### config.mk
export PLATFORM = sky130hd
export DESIGN_NAME = sha256_stream_hasher
export DESIGN_NICKNAME = d
export VERILOG_FILES = /design/src/sha256_pkg.sv /design/src/sha256_round.sv /design/src/sha256_stream_hasher.sv
export SDC_FILE = /design/constraint.sdc
export NUM_CORES = 2
export LEC_CHECK = 0
export BUFFER_PORTS_ARGS = -buffer_cell sky130_fd_sc_hd__buf_4
export CORE_UTILIZATION = 35
export CTS_CLUSTER_DIAMETER = 150
export CTS_CLUSTER_SIZE = 25
export DETAILED_ROUTE_END_ITERATION = 6
export PLACE_DENSITY_LB_ADDON = 0.08
export SLEW_MARGIN = 20
export SYNTH_ARGS = -nofsm -noshare
export SYNTH_HDL_FRONTEND = slang
export SYNTH_HIERARCHICAL = 1
export SYNTH_SLANG_ARGS = --single-unit
### constraint.sdc
create_clock -name clock -period 82.2 [get_ports clock]
set_clock_uncertainty 0.05 [all_clocks]
set_input_delay 12.33 -clock clock [delete_from_list [all_inputs] [get_ports clock]]
set_output_delay 12.33 -clock clock [all_outputs]
set_load 0.03 [all_outputs]
### src/sha256_pkg.sv
package sha256_pkg;

   typedef struct packed {
      logic [7:0] data_byte;
      logic       has_byte;
      logic       end_of_message;
   } req_type;

   typedef struct packed {
      logic [31:0] digest_word;
      logic [2:0]  word_index;
      logic        last_word;
   } rsp_type;

   localparam logic [7:0] PAD_BYTE = 8'h80;

   localparam logic [31:0] ROUND_K [64] = '{
      32'h428a2f98, 32'h71374491, 32'hb5c0fbcf, 32'he9b5dba5,
      32'h3956c25b, 32'h59f111f1, 32'h923f82a4, 32'hab1c5ed5,
      32'hd807aa98, 32'h12835b01, 32'h243185be, 32'h550c7dc3,
      32'h72be5d74, 32'h80deb1fe, 32'h9bdc06a7, 32'hc19bf174,
      32'he49b69c1, 32'hefbe4786, 32'h0fc19dc6, 32'h240ca1cc,
      32'h2de92c6f, 32'h4a7484aa, 32'h5cb0a9dc, 32'h76f988da,
      32'h983e5152, 32'ha831c66d, 32'hb00327c8, 32'hbf597fc7,
      32'hc6e00bf3, 32'hd5a79147, 32'h06ca6351, 32'h14292967,
      32'h27b70a85, 32'h2e1b2138, 32'h4d2c6dfc, 32'h53380d13,
      32'h650a7354, 32'h766a0abb, 32'h81c2c92e, 32'h92722c85,
      32'ha2bfe8a1, 32'ha81a664b, 32'hc24b8b70, 32'hc76c51a3,
      32'hd192e819, 32'hd6990624, 32'hf40e3585, 32'h106aa070,
      32'h19a4c116, 32'h1e376c08, 32'h2748774c, 32'h34b0bcb5,
      32'h391c0cb3, 32'h4ed8aa4a, 32'h5b9cca4f, 32'h682e6ff3,
      32'h748f82ee, 32'h78a5636f, 32'h84c87814, 32'h8cc70208,
      32'h90befffa, 32'ha4506ceb, 32'hbef9a3f7, 32'hc67178f2
   };

   localparam logic [31:0] INITIAL_HASH [8] = '{
      32'h6a09e667, 32'hbb67ae85, 32'h3c6ef372, 32'ha54ff53a,
      32'h510e527f, 32'h9b05688c, 32'h1f83d9ab, 32'h5be0cd19
   };

   function automatic logic [31:0] rotr(input logic [31:0] x, input logic [4:0] n);
      rotr = (x >> n) | (x << (6'd32 - {1'b0, n}));
   endfunction

endpackage

### src/sha256_round.sv
module sha256_round (
   input  logic [31:0] a_in, b_in, c_in, d_in, e_in, f_in, g_in, h_in,
   input  logic [31:0] k_in,
   input  logic [31:0] w_in,
   output logic [31:0] a_out,
   output logic [31:0] e_out
);
   import sha256_pkg::*;

   logic [31:0] big1, big0, choose, major, t1, t2;

   always_comb begin
      big1   = rotr(e_in, 5'd6) ^ rotr(e_in, 5'd11) ^ rotr(e_in, 5'd25);
      choose = g_in ^ (e_in & (f_in ^ g_in));
      t1     = h_in + big1 + choose + k_in + w_in;
      big0   = rotr(a_in, 5'd2) ^ rotr(a_in, 5'd13) ^ rotr(a_in, 5'd22);
      major  = (a_in & b_in) | (a_in & c_in) | (b_in & c_in);
      t2     = big0 + major;
      a_out  = t1 + t2;
      e_out  = d_in + t1;
   end
endmodule

### src/sha256_stream_hasher.sv
// Steps: a byte that does not fill a block is accepted in S_IDLE, then written in S_BYTE; a byte
// completing a block holds the input through write, load, rounds, fold and the S_FIN decision.
// End of message: padding writes and compression, once or twice, then a read of the first chaining
// word and eight digest transactions, one per cycle when not stalled, then chaining word re-init.
// Input: a new item is taken only in S_IDLE, once earlier work is done and no digest word is held.
// Reset: synchronous; chaining words reload in S_REINIT with the input stalled, count clears.
module sha256_stream_hasher (
   input  logic                 clock,
   input  logic                 reset,
   input  logic                 req_valid,
   output logic                 req_stall,
   input  sha256_pkg::req_type  req_data,
   output logic                 rsp_valid,
   input  logic                 rsp_stall,
   output sha256_pkg::rsp_type  rsp_data
);
   import sha256_pkg::*;

   // One-hot controller states.
   typedef enum logic [8:0] {
      S_IDLE   = 9'b000000001,
      S_BYTE   = 9'b000000010, // write byte into buffer memory
      S_PAD    = 9'b000000100, // write pad / zero / length bytes
      S_LOAD   = 9'b000001000, // read 64 buffer bytes into schedule words
      S_ROUND  = 9'b000010000, // one compression round per cycle
      S_FOLD   = 9'b000100000, // read-modify-write chaining words
      S_OUT    = 9'b001000000, // emit digest words
      S_REINIT = 9'b010000000, // restore initial hash values
      S_FIN    = 9'b100000000  // decide next step after a compression
   } state_type;

   state_type state_ff, state_in;

   // Block buffer memory: one byte per entry, registered read.
   logic [7:0] buf_mem [64];
   logic       buf_we;
   logic [5:0] buf_waddr, buf_raddr;
   logic [7:0] buf_wdata, buf_rdata_ff;

   always_ff @(posedge clock) begin
      if (buf_we) begin
         buf_mem[buf_waddr] <= buf_wdata;
      end
      buf_rdata_ff <= buf_mem[buf_raddr];
   end

   // Chaining word memory: eight words, registered read, one write port.
   logic [31:0] chain_mem [8];
   logic        chain_we;
   logic [2:0]  chain_waddr, chain_raddr;
   logic [31:0] chain_wdata, chain_rdata_ff;

   always_ff @(posedge clock) begin
      if (chain_we) begin
         chain_mem[chain_waddr] <= chain_wdata;
      end
      chain_rdata_ff <= chain_mem[chain_raddr];
   end

   // Control and working registers.
   logic [63:0] count_ff, count_in;
   logic [6:0]  step_ff, step_in;    // general step counter
   logic        fin_ff, fin_in;      // message end pending
   logic        second_ff, second_in;// padding needs a second block
   logic        pending_ff, pending_in; // byte completes a block
   logic [31:0] w_ff [16];
   logic [31:0] w_in [16];
   logic [31:0] v_ff [8];
   logic [31:0] v_in [8];
   logic        init_ff, init_in;    // chain memory loaded after reset
   rsp_type     rsp_ff, rsp_in;
   logic        rsp_valid_ff, rsp_valid_in;
   logic [7:0]  byte_ff, byte_in;

   logic [31:0] rnd_a, rnd_e, w_new, s0, s1;

   sha256_round u_round (
      .a_in (v_ff[0]), .b_in (v_ff[1]), .c_in (v_ff[2]), .d_in (v_ff[3]),
      .e_in (v_ff[4]), .f_in (v_ff[5]), .g_in (v_ff[6]), .h_in (v_ff[7]),
      .k_in (ROUND_K[step_ff[5:0]]),
      .w_in (w_ff[0]),
      .a_out(rnd_a),
      .e_out(rnd_e)
   );

   // Sliding message schedule: w_ff[0] is the current round's word.
   always_comb begin
      s0    = rotr(w_ff[1], 5'd7) ^ rotr(w_ff[1], 5'd18) ^ (w_ff[1] >> 3);
      s1    = rotr(w_ff[14], 5'd17) ^ rotr(w_ff[14], 5'd19) ^ (w_ff[14] >> 10);
      w_new = s1 + w_ff[9] + s0 + w_ff[0];
   end

   logic [5:0] pos;
   logic [63:0] bits;
   assign pos  = count_ff[5:0];
   assign bits = {count_ff[60:0], 3'b000};

   // Padding byte for address step during S_PAD.
   logic [7:0] pad_byte;
   always_comb begin
      pad_byte = 8'h00;
      if (!second_ff && step_ff[5:0] == pos) begin
         pad_byte = PAD_BYTE;
      end
      if (step_ff[5:3] == 3'd7 && !(second_ff == 1'b0 && pos > 6'd55)) begin
         pad_byte = bits[8'(63 - 8 * step_ff[2:0]) -: 8];
      end
      if (step_ff[5:3] == 3'd7 && !second_ff && step_ff[5:0] == pos) begin
         pad_byte = PAD_BYTE;
      end
   end

   assign req_stall = !(state_ff == S_IDLE && init_ff && !rsp_valid_ff);
   logic req_take;
   assign req_take = req_valid && !req_stall;

   always_comb begin
      state_in     = state_ff;
      count_in     = count_ff;
      step_in      = step_ff;
      fin_in       = fin_ff;
      second_in    = second_ff;
      pending_in   = pending_ff;
      w_in         = w_ff;
      v_in         = v_ff;
      init_in      = init_ff;
      rsp_in       = rsp_ff;
      rsp_valid_in = rsp_valid_ff;
      byte_in      = byte_ff;
      buf_we       = 1'b0;
      buf_waddr    = pos;
      buf_wdata    = byte_ff;
      buf_raddr    = step_ff[5:0];
      chain_we     = 1'b0;
      chain_waddr  = step_ff[2:0];
      chain_wdata  = INITIAL_HASH[step_ff[2:0]];
      chain_raddr  = step_ff[2:0];

      if (rsp_valid_ff && !rsp_stall) begin
         rsp_valid_in = 1'b0;
      end

      unique case (state_ff)
         S_IDLE: begin
            if (req_take) begin
               byte_in = req_data.data_byte;
               fin_in  = req_data.end_of_message;
               if (req_data.has_byte) begin
                  state_in = S_BYTE;
               end else if (req_data.end_of_message) begin
                  state_in  = S_PAD;
                  step_in   = 7'd0;
                  second_in = 1'b0;
               end
            end
         end
         S_BYTE: begin
            // Store byte, advance count; start compression on a full block, else pad at message end.
            buf_we     = 1'b1;
            count_in   = count_ff + 64'd1;
            step_in    = 7'd0;
            second_in  = 1'b0;
            if (pos == 6'd63) begin
               state_in   = S_LOAD;
               pending_in = 1'b1;
            end else if (fin_ff) begin
               state_in = S_PAD;
            end else begin
               state_in = S_IDLE;
            end
         end
         S_PAD: begin
            buf_waddr = step_ff[5:0];
            buf_wdata = pad_byte;
            if (second_ff || step_ff[5:0] >= pos) begin
               buf_we = 1'b1;
            end
            step_in = step_ff + 7'd1;
            if (step_ff[5:0] == 6'd63) begin
               state_in = S_LOAD;
               step_in  = 7'd0;
            end
         end
         S_LOAD: begin
            // Read one byte a cycle; shift into the schedule window and load the chain words into v.
            buf_raddr = step_ff[5:0];
            chain_raddr = step_ff[2:0];
            step_in   = step_ff + 7'd1;
            if (step_ff >= 7'd1) begin
               w_in[15] = {w_ff[15][23:0], buf_rdata_ff};
               if (step_ff[1:0] == 2'd1 && step_ff != 7'd1) begin
                  for (int i = 0; i < 15; i++) w_in[i] = w_ff[i + 1];
                  w_in[15] = {24'd0, buf_rdata_ff};
               end
            end
            if (step_ff >= 7'd1 && step_ff <= 7'd8) begin
               v_in[step_ff[2:0] - 3'd1] = chain_rdata_ff;
            end
            if (step_ff == 7'd64) begin
               state_in = S_ROUND;
               step_in  = 7'd0;
            end
         end
         S_ROUND: begin
            for (int i = 0; i < 15; i++) w_in[i] = w_ff[i + 1];
            w_in[15] = w_new;
            v_in[7] = v_ff[6];
            v_in[6] = v_ff[5];
            v_in[5] = v_ff[4];
            v_in[4] = rnd_e;
            v_in[3] = v_ff[2];
            v_in[2] = v_ff[1];
            v_in[1] = v_ff[0];
            v_in[0] = rnd_a;
            step_in = step_ff + 7'd1;
            if (step_ff == 7'd63) begin
               state_in = S_FOLD;
               step_in  = 7'd0;
            end
         end
         S_FOLD: begin
            // Read word at step, write back its sum in the next cycle.
            chain_raddr = step_ff[2:0];
            if (step_ff >= 7'd1) begin
               chain_we    = 1'b1;
               chain_waddr = 3'(step_ff - 7'd1);
               chain_wdata = chain_rdata_ff + v_ff[3'(step_ff - 7'd1)];
            end
            step_in = step_ff + 7'd1;
            if (step_ff == 7'd8) begin
               state_in = S_FIN;
               step_in  = 7'd0;
            end
         end
         S_FIN: begin
            if (pending_ff) begin
               pending_in = 1'b0;
               state_in   = fin_ff ? S_PAD : S_IDLE;
               second_in  = 1'b0;
            end else if (!second_ff && pos > 6'd55) begin
               second_in = 1'b1;
               state_in  = S_PAD;
            end else begin
               state_in = S_OUT;
            end
         end
         S_OUT: begin
            chain_raddr = step_ff[2:0];
            if (!rsp_valid_ff || !rsp_stall) begin
               if (step_ff[3]) begin
                  state_in = S_REINIT;
                  step_in  = 7'd0;
                  rsp_valid_in = 1'b0;
               end else if (step_ff[4]) begin
                  rsp_in.digest_word = chain_rdata_ff;
                  rsp_in.word_index  = step_ff[2:0];
                  rsp_in.last_word   = (step_ff[2:0] == 3'd7);
                  rsp_valid_in       = 1'b1;
                  step_in            = {3'd0, step_ff[2:0] == 3'd7, step_ff[2:0] + 3'd1};
                  if (step_ff[2:0] != 3'd7) step_in[4] = 1'b1;
                  chain_raddr = step_ff[2:0] + 3'd1;
               end else begin
                  step_in = {2'd0, 1'b1, 1'b0, step_ff[2:0]};
                  rsp_valid_in = 1'b0;
               end
            end
         end
         S_REINIT: begin
            chain_we    = 1'b1;
            chain_waddr = step_ff[2:0];
            step_in     = step_ff + 7'd1;
            count_in    = 64'd0;
            fin_in      = 1'b0;
            if (step_ff == 7'd7) begin
               state_in = S_IDLE;
               init_in  = 1'b1;
            end
         end
         default: state_in = S_IDLE;
      endcase
   end

   always_ff @(posedge clock) begin
      if (reset) begin
         state_ff     <= S_REINIT;
         count_ff     <= 64'd0;
         step_ff      <= 7'd0;
         fin_ff       <= 1'b0;
         second_ff    <= 1'b0;
         pending_ff   <= 1'b0;
         init_ff      <= 1'b0;
         rsp_valid_ff <= 1'b0;
      end else begin
         state_ff     <= state_in;
         count_ff     <= count_in;
         step_ff      <= step_in;
         fin_ff       <= fin_in;
         second_ff    <= second_in;
         pending_ff   <= pending_in;
         init_ff      <= init_in;
         rsp_valid_ff <= rsp_valid_in;
      end
   end

   always_ff @(posedge clock) begin
      w_ff    <= w_in;
      v_ff    <= v_in;
      rsp_ff  <= rsp_in;
      byte_ff <= byte_in;
   end

   assign rsp_valid = rsp_valid_ff;
   assign rsp_data  = rsp_ff;
endmodule

==> impl_summary.log <==
[metrics] outcome: completed
[metrics] layer with the highest usage after global routing: met1
[metrics] capture endpoint of the worst hold path: w_ff[394]
[metrics] CP Launch Type: flop
[metrics] count of state elements after synthesis: between 1500 and 2000
[metrics] path depth of the worst reg2reg path: 36
[metrics] launch point of the worst hold path: w_ff[362]
[metrics] power consumption: around 3.6 mW
[metrics] Async S/R FF share, synth: 0
[metrics] maximum number of buffers from clock root to sink: 3
[metrics] number of CTS-inserted buffers: 79
[metrics] setup slack, reg-to-reg: between 70 and 80 ns
[metrics] most used standard cell by instance count after synthesis: sky130_fd_sc_hd__edfxtp_1
[metrics] sw frac: 0.450
[metrics] Residual DRC: 0
[metrics] FMAX: between 0.06 and 0.07 GHz
[metrics] cell breakdown of the critical path: or4_1, nor4_2, nand2_1, buf_4
[metrics] launch point of the critical path: state_ff[5]
[metrics] residual overflow from global routing: 0
[metrics] leakage power summed over all cells: approximately 30 nW
[metrics] final max-slew violation count: 0
[metrics] largest area contributor in the synthesized netlist: sky130_fd_sc_hd__edfxtp_1
[metrics] Sequential Power Share: 0.291
[metrics] number of failing hold endpoints at the final stage: 0
[metrics] net load switching power: roughly 1.6 mW
[metrics] endpoint kind of the worst setup timing path: output port
[metrics] number of buffers added on ports: 51
[metrics] x dimension of the die: ~500 um
[metrics] total nets after synthesis: 7289
[metrics] share of Yosys cell area claimed by the top area cell type: 0.544
[metrics] minimum clock period: ~15 ns
[metrics] post-synthesis instance area: 87200 um2
[metrics] GPL Wtd Cong: a little over 0.9
[metrics] worst slew margin relative to its limit: 0.142
[metrics] io pins: 52
[metrics] most numerous cell types in the synthesized netlist: 1580 x sky130_fd_sc_hd__edfxtp_1, 764 x sky130_fd_sc_hd__nand2_1, 479 x sky130_fd_sc_hd__nor2b_1, 456 x sky130_fd_sc_hd__o21ai_0, 390 x sky130_fd_sc_hd__inv_1
[metrics] final cell utilization of the core: 0.380
[metrics] sum of buffers and inverters on the critical path: 1
[metrics] root buf cell: sky130_fd_sc_hd__clkbuf_16
[metrics] accumulated negative setup slack: 0 ns
[metrics] startpoint of the worst-slack reg-to-reg timing path: step_ff[1]
[metrics] via count: approximately 54000
[metrics] pwr dens: slightly below 40 nW/um2
[metrics] final setup violation count: 0
[metrics] Detailed Route Iter0 Violations: slightly above 6000
[metrics] routed length per placed instance: 27.1 um
[metrics] initial antenna violation count: 14
[metrics] net count reported at finish: just over 7000
[metrics] CTS tree: yes
[metrics] routing usage on met2: 0.329
[metrics] worst hold path type: flop to flop
[metrics] area of the core: 247000 um2
[metrics] signed area change from the synthesized netlist to the final layout: 7.44%
[metrics] hold_ws: approximately 0.44 ns
[metrics] met1 Usage GRT: 0.332
[metrics] total detailed-routing wirelength: around 270 mm
[metrics] Slowest-stage cell, CP: sky130_fd_sc_hd__or4_1
[metrics] Clk Latency, worst-skew pair: 0.79 ns
[metrics] reported max-cap violation count: 0
[metrics] CP Data Arrival Time: 2.73 ns
[metrics] vias in the first global route: between 50000 and 60000
[metrics] detailed-placement wirelength estimate: roughly 190 mm
[metrics] hold_buf cts: 0
[metrics] synthesized netlist cell count: 6900
[metrics] count of nets left with antenna violations after detail routing: 0
[metrics] number of sinks handled by clock tree synthesis: approximately 1700
[metrics] worst endpoint required time: roughly 70 ns
[metrics] Yosys warnings: 6
[metrics] placed instance area: between 90000 and 100000 um2
[metrics] Reg2Reg Capture Point: v_ff[255]
[metrics] ranking of synthesized cells by area: sky130_fd_sc_hd__edfxtp_1 54%, sky130_fd_sc_hd__mux4_2 5.1%, sky130_fd_sc_hd__fa_1 4.3%
[metrics] share of post-route cells with drive strength above 1: 0.0865
[metrics] slew at the pin with the worst max-slew slack: between 1 and 1.5 ns
[metrics] EDFF count, synth: around 1600
[metrics] distinct cell type count of the synthesized netlist: between 90 and 100
[metrics] global-route track usage on met3: 0.0194
[metrics] largest voltage drop on the vdd net: roughly 55 uV
[metrics] Seq/Total Area, Yosys: 0.572
[metrics] post-CTS setup buffer count: 0
[metrics] Initial Utilization: 0.353
[metrics] internal cell power: about 2 mW
[metrics] summed area of non-filler cells in the final layout: between 90000 and 100000 um2
[metrics] final cycle utilization of the critical path: 0.184
[metrics] post-synthesis area per instance: between 10 and 15 um2
[metrics] Die Height: 501 um
[metrics] detailed-route vias per instance: 5.38
[metrics] largest stage delay on the critical path: a little under 0.7 ns
[metrics] biggest fanout along the worst timing path: 11
[metrics] largest net degree at the start of global routing: ~230
[metrics] number of core rows: roughly 180
[metrics] most frequently used flop master after synthesis: sky130_fd_sc_hd__edfxtp_1
[metrics] unrepaired setup endpoints after global routing: no
[metrics] drt pass-1 iters: 6
[metrics] cell depth of the worst min-delay path: 1
[metrics] critical setup path kind: flop to output port
[metrics] Die Area: ~250000 um2
[metrics] GRT Resource Usage Total: 0.215
[metrics] Largest delay share family, worst path: simple AND/OR/NAND/NOR gates
[metrics] Max H-tree Level: 3
[metrics] count of instances resized after the clock tree is built: 0
[metrics] combinational power share: 0.578
[metrics] first-pass GRT wire length: a little under 400 mm
[metrics] clock network fraction of design power: 0.132
[metrics] clock slew seen by the registers of the worst setup and hold paths: roughly 0.11 ns
power groups by stage:
| stage | Sequential (mW) | Clock (mW) | Combinational [mW] |
|---|---|---|---|
| after global placement | 1.08 | 0 | 2.07 |
| after floorplan | 1.03 | 0 | 1.48 |
| after detailed placement | 1.08 | 0 | 2.06 |
| after global routing | 1.06 | 0.520 | 2.28 |
| final | 1.06 | 0.479 | 2.10 |
| after CTS | 1.06 | 0.497 | 2.08 |
sequential cells by signal, summed over array words and instances (netlist names), 7 cells and up:
name            flops
buf_mem           512
w_ff              512
chain_mem         256
v_ff              256
count_ff           61
rsp_data           36
chain_rdata_ff     32
state_ff            9
buf_rdata_ff        8
byte_ff             8
step_ff             7
worst max-delay path by stage:
stage | endpoint | cells past startpoint
3_5_place_dp | chain_rdata_ff[17] | 7
2_1_floorplan | w_ff[100] | 9
5_1_grt | req_stall | 4
4_1_cts | req_stall | 4
3_3_place_gp | chain_rdata_ff[17] | 7
6_report | req_stall | 4
cell families (layout without fill, tap and decap cells):
kind of cell	count (synthesis)	count (layout)	synth area share
buffers and inverters	796	682	0.0362
XOR/XNOR	452	452	0.0457
AND/OR/NAND/NOR	1995	1995	0.110
other	0	6	0
flip-flops	1702	1702	0.572
AO/OA/AOI/OAI	1224	1224	0.0864
adder cells (fa/ha/maj)	396	396	0.0724
multiplexers	335	335	0.0770
worst register-to-register path, delay by kind of cell (launching register included):
family	cells	cell delay, ns
xor+xnor	2	0.43
fa+ha+maj	7	3.41
buf+inv	6	1.46
simple gates	8	1.10
flops	1	0.90
compound gates	13	3.59
per-layer routing:
layer / wire (um) / share of wire
met5: 13 / 0.000048
met4: 4610 / 0.017
met3: 13700 / 0.050
met2: 122000 / 0.45
met1: 133000 / 0.49
cell type report:
cell class	count	area [um2]
antenna	6	15.0
clock buffer	112	2120
clock inverter	13	214
fill	23700	153000
inverter	394	1480
multi-input combinational	4402	34500
sequential	1702	49900
tap	3312	4140
timing repair buffer	163	1290
through the flow:
step	setup slack, ns	instances
3_3_place_gp	67.13	9973
2_1_floorplan	55.31	6900
4_1_cts	67.03	10100
3_5_place_dp	67.08	9973
5_1_grt	66.97	10100
6_report	67.09	10100
layout by cell type (no fill, tap or decap), types with 28 or more instances in the layout:
cell and n:
sky130_fd_sc_hd__nand4_1 55, sky130_fd_sc_hd__inv_1 389, sky130_fd_sc_hd__buf_4 157, sky130_fd_sc_hd__a211oi_1 36
sky130_fd_sc_hd__ha_1 187, sky130_fd_sc_hd__fa_1 188, sky130_fd_sc_hd__a22oi_1 137, sky130_fd_sc_hd__o21bai_1 28
sky130_fd_sc_hd__nand2_1 764, sky130_fd_sc_hd__o21ai_0 434, sky130_fd_sc_hd__clkbuf_1 32, sky130_fd_sc_hd__and3_1 39
sky130_fd_sc_hd__mux4_2 196, sky130_fd_sc_hd__a21o_1 80, sky130_fd_sc_hd__dfxtp_1 116, sky130_fd_sc_hd__mux2_2 47
sky130_fd_sc_hd__nand3_1 104, sky130_fd_sc_hd__a31oi_1 45, sky130_fd_sc_hd__a21oi_1 235, sky130_fd_sc_hd__mux4_1 52
sky130_fd_sc_hd__nor3_1 48, sky130_fd_sc_hd__edfxtp_1 1580, sky130_fd_sc_hd__nor2b_1 478, sky130_fd_sc_hd__nor2_1 349
sky130_fd_sc_hd__xnor2_1 288, sky130_fd_sc_hd__xor2_1 162, sky130_fd_sc_hd__mux2i_1 37, sky130_fd_sc_hd__clkbuf_16 80
No activity file was read; power rests on OpenSTA's default activity.
